--- src/rtl/cbh_pkg.sv ---
// shared widths, constants and types of the crc32c bucket hash block
// used by cbh_mod_unit and crc32c_string_bucket_hash_core
package cbh_pkg;

    localparam int CRC_W    = 32;
    localparam int BKT_W    = 31;
    localparam int BYTE_W   = 8;
    localparam int DIV_CNT_W = 5;

    localparam logic [CRC_W-1:0] CRC_INIT = 32'hFFFF_FFFF;
    localparam logic [CRC_W-1:0] CRC_POLY = 32'h82F6_3B78;
    localparam logic [BKT_W-1:0] BKT_RESET = 31'd1024;
    localparam logic [DIV_CNT_W-1:0] DIV_LAST_STEP = 5'd31;

    typedef struct packed {
        logic busy;
        logic done;
    } t_div_status;

    // reflected crc-32c update over one byte, lsb first
    function automatic logic [CRC_W-1:0] fold_byte(input logic [CRC_W-1:0] crc,
                                                   input logic [BYTE_W-1:0] data);
        logic [CRC_W-1:0] c;
        c = crc ^ {{(CRC_W-BYTE_W){1'b0}}, data};
        for (int k = 0; k < BYTE_W; k++) begin
            if (c[0]) begin
                c = (c >> 1) ^ CRC_POLY;
            end else begin
                c = c >> 1;
            end
        end
        return c;
    endfunction

endpackage

--- src/rtl/crc32c_string_bucket_hash_core.sv ---
// top level of the crc32c key hash with bucket selection
// depends on cbh_pkg and cbh_mod_unit
//
// Key bytes are taken one per request and folded into a reflected CRC-32C
// register (start value all ones, no final inversion), one byte per cycle.
// A byte without last_byte is accepted back to back, one per cycle. A request
// that ends a key (last_byte, or empty_key, which wins and carries no byte)
// hands the raw CRC to a remainder unit that works one dividend bit per
// cycle, so the input stalls after it through the remainder steps, the state
// that sees the unit finish and the one that loads the output register, and
// while the output is still held by a stall on the far side. The output
// register holds crc_value and crc_value modulo bucket_count (0 when the
// count is 0). bucket_count resets to 1024 and may only be written while no
// key end is in flight.
module crc32c_string_bucket_hash_core (
    input  logic                       i_clk,
    input  logic                       i_rst_n,
    input  logic                       i_cfg_wr_en,
    input  logic [cbh_pkg::BKT_W-1:0]  i_cfg_wr_data,
    input  logic                       i_in_valid,
    output logic                       o_in_stall,
    input  logic [cbh_pkg::BYTE_W-1:0] i_data_byte,
    input  logic                       i_last_byte,
    input  logic                       i_empty_key,
    output logic                       o_out_valid,
    input  logic                       i_out_stall,
    output logic [cbh_pkg::BKT_W-1:0]  o_bucket_index,
    output logic [cbh_pkg::CRC_W-1:0]  o_crc_value
);

    localparam logic [1:0] ST_IDLE = 2'd0;
    localparam logic [1:0] ST_DIV  = 2'd1;
    localparam logic [1:0] ST_HOLD = 2'd2;

    logic [1:0]                     r_state, n_state;
    logic [cbh_pkg::CRC_W-1:0]      r_crc, n_crc;
    logic [cbh_pkg::CRC_W-1:0]      r_key_crc, n_key_crc;
    logic [cbh_pkg::BKT_W-1:0]      r_bucket_count;
    logic                           r_out_valid, n_out_valid;
    logic [cbh_pkg::BKT_W-1:0]      r_out_index, n_out_index;
    logic [cbh_pkg::CRC_W-1:0]      r_out_crc, n_out_crc;
    logic [cbh_pkg::CRC_W-1:0]      folded;
    logic                           accept;
    logic                           div_start;
    logic                           out_free;
    logic                           load_out;
    cbh_pkg::t_div_status           div_status;
    logic [cbh_pkg::BKT_W-1:0]      div_rem;

    assign accept   = i_in_valid && !o_in_stall;
    assign folded   = cbh_pkg::fold_byte(r_crc, i_data_byte);
    assign out_free = !r_out_valid || !i_out_stall;

    cbh_mod_unit u_mod (
        .i_clk      (i_clk),
        .i_rst_n    (i_rst_n),
        .i_start    (div_start),
        .i_dividend (n_key_crc),
        .i_divisor  (r_bucket_count),
        .o_status   (div_status),
        .o_rem      (div_rem)
    );

    always_comb begin
        n_state   = r_state;
        n_crc     = r_crc;
        n_key_crc = r_key_crc;
        div_start = 1'b0;
        load_out  = 1'b0;
        case (r_state)
            ST_IDLE: begin
                if (accept) begin
                    if (i_empty_key || i_last_byte) begin
                        n_key_crc = i_empty_key ? r_crc : folded;
                        n_crc     = cbh_pkg::CRC_INIT;
                        div_start = 1'b1;
                        n_state   = ST_DIV;
                    end else begin
                        n_crc = folded;
                    end
                end
            end
            ST_DIV: begin
                if (div_status.done) begin
                    n_state = ST_HOLD;
                end
            end
            ST_HOLD: begin
                if (out_free) begin
                    load_out = 1'b1;
                    n_state  = ST_IDLE;
                end
            end
            default: begin
                n_state = ST_IDLE;
            end
        endcase
    end

    always_comb begin
        n_out_valid = r_out_valid;
        n_out_index = r_out_index;
        n_out_crc   = r_out_crc;
        if (load_out) begin
            n_out_valid = 1'b1;
            n_out_crc   = r_key_crc;
            // a zero bucket count gives index 0
            n_out_index = (r_bucket_count == '0) ? '0 : div_rem;
        end else if (r_out_valid && !i_out_stall) begin
            n_out_valid = 1'b0;
        end
    end

    always_ff @(posedge i_clk) begin
        if (!i_rst_n) begin
            r_state        <= ST_IDLE;
            r_crc          <= cbh_pkg::CRC_INIT;
            r_bucket_count <= cbh_pkg::BKT_RESET;
            r_out_valid    <= 1'b0;
        end else begin
            r_state     <= n_state;
            r_crc       <= n_crc;
            r_out_valid <= n_out_valid;
            if (i_cfg_wr_en) begin
                r_bucket_count <= i_cfg_wr_data;
            end
        end
    end

    always_ff @(posedge i_clk) begin
        r_key_crc   <= n_key_crc;
        r_out_index <= n_out_index;
        r_out_crc   <= n_out_crc;
    end

    assign o_in_stall     = (r_state != ST_IDLE);
    assign o_out_valid    = r_out_valid;
    assign o_bucket_index = r_out_index;
    assign o_crc_value    = r_out_crc;

endmodule

--- src/rtl/cbh_mod_unit.sv ---
// restoring remainder unit, one dividend bit per cycle
// depends on cbh_pkg
module cbh_mod_unit (
    input  logic                       i_clk,
    input  logic                       i_rst_n,
    input  logic                       i_start,
    input  logic [cbh_pkg::CRC_W-1:0]  i_dividend,
    input  logic [cbh_pkg::BKT_W-1:0]  i_divisor,
    output cbh_pkg::t_div_status       o_status,
    output logic [cbh_pkg::BKT_W-1:0]  o_rem
);

    logic                            r_busy, n_busy;
    logic                            r_done, n_done;
    logic [cbh_pkg::DIV_CNT_W-1:0]   r_cnt, n_cnt;
    logic [cbh_pkg::CRC_W-1:0]       r_quo, n_quo;
    logic [cbh_pkg::BKT_W-1:0]       r_rem, n_rem;
    logic [cbh_pkg::CRC_W-1:0]       partial;
    logic [cbh_pkg::CRC_W-1:0]       diff;
    logic                            ge;

    // shift next dividend bit into the partial remainder and try a subtract
    assign partial = {r_rem, r_quo[cbh_pkg::CRC_W-1]};
    assign diff    = partial - {1'b0, i_divisor};
    assign ge      = partial >= {1'b0, i_divisor};

    always_comb begin
        n_busy = r_busy;
        n_done = 1'b0;
        n_cnt  = r_cnt;
        n_quo  = r_quo;
        n_rem  = r_rem;
        if (i_start) begin
            n_busy = 1'b1;
            n_cnt  = cbh_pkg::DIV_LAST_STEP;
            n_quo  = i_dividend;
            n_rem  = '0;
        end else if (r_busy) begin
            n_quo = {r_quo[cbh_pkg::CRC_W-2:0], 1'b0};
            n_rem = ge ? diff[cbh_pkg::BKT_W-1:0] : partial[cbh_pkg::BKT_W-1:0];
            n_cnt = r_cnt - 1'b1;
            if (r_cnt == '0) begin
                n_busy = 1'b0;
                n_done = 1'b1;
            end
        end
    end

    always_ff @(posedge i_clk) begin
        if (!i_rst_n) begin
            r_busy <= 1'b0;
            r_done <= 1'b0;
            r_cnt  <= '0;
        end else begin
            r_busy <= n_busy;
            r_done <= n_done;
            r_cnt  <= n_cnt;
        end
    end

    always_ff @(posedge i_clk) begin
        r_quo <= n_quo;
        r_rem <= n_rem;
    end

    assign o_status.busy = r_busy;
    assign o_status.done = r_done;
    assign o_rem         = r_rem;

endmodule

--- config.mk ---
export PLATFORM = sky130hd
export DESIGN_NAME = crc32c_string_bucket_hash_core
export DESIGN_NICKNAME = d
export VERILOG_FILES = /design/src/rtl/cbh_pkg.sv /design/src/rtl/crc32c_string_bucket_hash_core.sv /design/src/rtl/cbh_mod_unit.sv
export SDC_FILE = /design/constraint.sdc
export NUM_CORES = 1
export LEC_CHECK = 0
export ABC_AREA = 1
export BUFFER_PORTS_ARGS = -buffer_cell sky130_fd_sc_hd__buf_2
export CORE_AREA = 2 2 182 184
export DETAILED_ROUTE_END_ITERATION = 7
export DIE_AREA = 0 0 184 186
export GPL_TIMING_DRIVEN = 0
export PLACE_DENSITY = 0.67
export SYNTH_ARGS = -nofsm -noshare
export SYNTH_HDL_FRONTEND = slang
export SYNTH_SLANG_ARGS = --single-unit
--- constraint.sdc ---
create_clock -name i_clk -period 6.5 [get_ports i_clk]
set_input_delay 1.95 -clock i_clk [delete_from_list [all_inputs] [get_ports i_clk]]
set_output_delay 1.95 -clock i_clk [all_outputs]
set_load 0.01 [all_outputs]
==> results.toml <==
[timing]
setup_slack_ns = 3.02
grt_setup_unrepaired = "no"
setup_tns_ns = 0
finalHoldViolations = 0
fin_crit_sh_pct = 53.5
fin_skew_ns = 0.0106
finalCriticalPeriod_ns = 3.48
slew_viol_final = 0
setup_viol = 0
max_freq_ghz = 0.288
worst_pin_slew_ns = 1.25
slew_headroom_pct = 15.8

[setup_path]
crit_fanout = 8
cp-start-kind = "input pin"
path_class = "input pin to flop"
critPathRequiredTime_ns = 6.81
critical_path_arrival_ns = 3.79
startpoint = "i_data_byte[1]"
end_kind = "flop"
timing.rr.start = "r_bucket_count[0]$_SDFFE_PN0P_"

[floorplan]
core_area_sq_mm = 0.0322
start_util_pct = 39.4
fp-row-count = 66
fp.dieW_microns = 184
io_pins = 111
die_h_microns = 186
die_area_sq_mm = 0.0342

[synth]
syn-num-nets = 1812
ys_types = 44
netlist_area_sq_mm = 0.0127
yosys.area.top_type_share_pct = 22.5
synth.avg_cell_area_sq_um = 7.33
ys_warn_count = 0
synth_area_leaders = "edfxtp_1 (22%), dfxtp_1 (21%), nand2_1 (18%)"
synth-seq-cells = 231
yosysSeqAreaShare_pct = 43.9
yosys.area.top_type = "edfxtp_1"
synthCells = 1732

[clocking]
cts_buffers = 27
ctsHtreeMaxLevel = 1
cts_root_buf = "clkbuf_16"
cts_tree = "built"
cts_setup_buffers = 0
clock_latency_ns = 0.56
cts_sinks = 231
hold_buffers = 0
cts_resized = 0
clock_path_buffers = 3
path_clk_slew_ns = 0.06

[flow_run]
drv_cap = 0

[cells_and_area]
final_cell_mix = "nand2_1 (594), inv_1 (191), nor2_1 (136), dfxtp_1 (136), buf_2 (117)"
synthToLayoutAreaGrowth_pct = 16.5
drive_gt1_share_pct = 12.9
fin_util_pct = 45.9
diodes = 0
nFillCells = 3293
layout_commonest_cell = "nand2_1"
final_nets = 1953

[route]
drtPass1Iterations = 7
drtIter0Drc = 889
vias_per_cell = 5.13
wirelength_microns = 39400
drcViolationCount = 0
wire_per_inst_microns = 17.1
ant_nets = 0
dr_total_vias = 11793

[placement]
dp_slack_ns = 2.52
portBuffers = 109
dpl.hpwl_microns = 29900
place_congestion = 0.952

[worst_hold_path]
hp-class = "flop to flop"
hold_start = "r_key_crc[30]$_DFF_P_"

[pwr]
p_leak_nw = 7.29
p_total_mw = 7.00
powerDensity_mw_per_mm2 = 473
ir_worst_vdd_uv = 251

[status]
outcome = "finished clean"

[global_route]
grt_pass1_vias = 11058
gr-usage-all-layers_pct = 23.0
grt_pass1_wl_microns = 60300
antenna_found_initial = 0
grt_max_degree = 29
overflow = 0
[logic make-up (layout without fill, tap and decap cells)]
family	count (synthesis)	in the layout	share of synthesized area (%)
DFF	231	231	43.9
adders and majority gates	34	34	3.41
xor gates and xnor gates	49	49	3.56
and+or+nand+nor	934	934	31.6
buffers and inverters	260	421	8.21
AOI/OAI and AO/OA	224	224	9.33
[metrics by stage]
step	cell area (sq um)	instances	hold WS, ns
floorplan	12700	1732	0.409
global placement	13700	2249	0.416
detailed placement	13800	2252	0.417
CTS	14800	2301	0.424
global route	14800	2301	0.441
finish	14800	2301	0.426
[flip-flops by register name (all words and copies together) (netlist names), 2 cells and up]
| name | count |
|---|---|
| r_crc | 32 |
| r_state | 2 |
| r_bucket_count | 31 |
| u_mod.r_quo | 32 |
| o_crc_value | 32 |
| r_key_crc | 32 |
| u_mod.r_cnt | 5 |
| o_bucket_index | 31 |
| u_mod.o_rem | 31 |
[critical path: stages]
cell	delay, ns
buf_2	0.11
inv_1	0.08
nand2_1	0.07
nand2_2	0.24
nand2_1	0.11
nand2_1	0.12
nand2_1	0.08
nand2_2	0.23
nand3_1	0.23
nand3_1	0.16
nand3_1	0.11
nand2_1	0.19
nand2_1	0.09
[power by group]
part / leakage, nW / internal, mW / total [mW] / switching [mW]
combinational: 4.81 / 1.12 / 3.35 / 2.23
clock: 0.470 / 1.02 / 1.67 / 0.650
sequential: 2.01 / 1.80 / 1.97 / 0.170
total: 7.29 / 3.94 / 7.00 / 3.05
[final cells by class]
cell class	count	area (sq um)	area share [%]
well taps	408	510	3.45
clock inverters	19	267	1.80
multi-input cells	1241	6080	41.1
inverters	206	773	5.23
plain buffers	54	270	1.83
flip-flops and latches	231	5580	37.7
clock buffers	30	707	4.78
repair buffers	112	606	4.10
[cell usage after synthesis (all sizes together)]
master,instances
nand3b,3
xor2,33
o21bai,6
clkinv,2
inv,204
or2,1
clkbuf,33
edfxtp,95
nand3,108
a21o,1
a21oi,119
o211ai,8
xnor2,16
and2,2
nor2,143
buf,21
nor3,3
nand4,34
a31oi,2
nor4,8
dfxtp,136
ha,33
fa,1
nand2,632
o21ai,88
[path summary, 6_finish.rpt]
check,to,slack (ns),cells past startpoint
hold reg to reg,o_crc_value[30]$_DFFE_PP_,0.43,0
setup / recovery,u_mod.r_quo[21]$_DFFE_PP_,3.02,13
hold / removal,o_crc_value[30]$_DFFE_PP_,0.43,0
setup reg to reg,o_bucket_index[14]$_SDFFCE_PN0P_,3.48,5
[routing by layer]
layer | GRT usage (%) | routed length (microns) | up-vias
met4 | 9.28 | 1740 | 0
met2 | 40.0 | 18900 | 367
met1 | 29.0 | 16500 | 5480
li1 | - | - | 5856
met3 | 2.92 | 2270 | 90
met5 | 0 | 0 | -
Power figures use the tool's default switching activity.
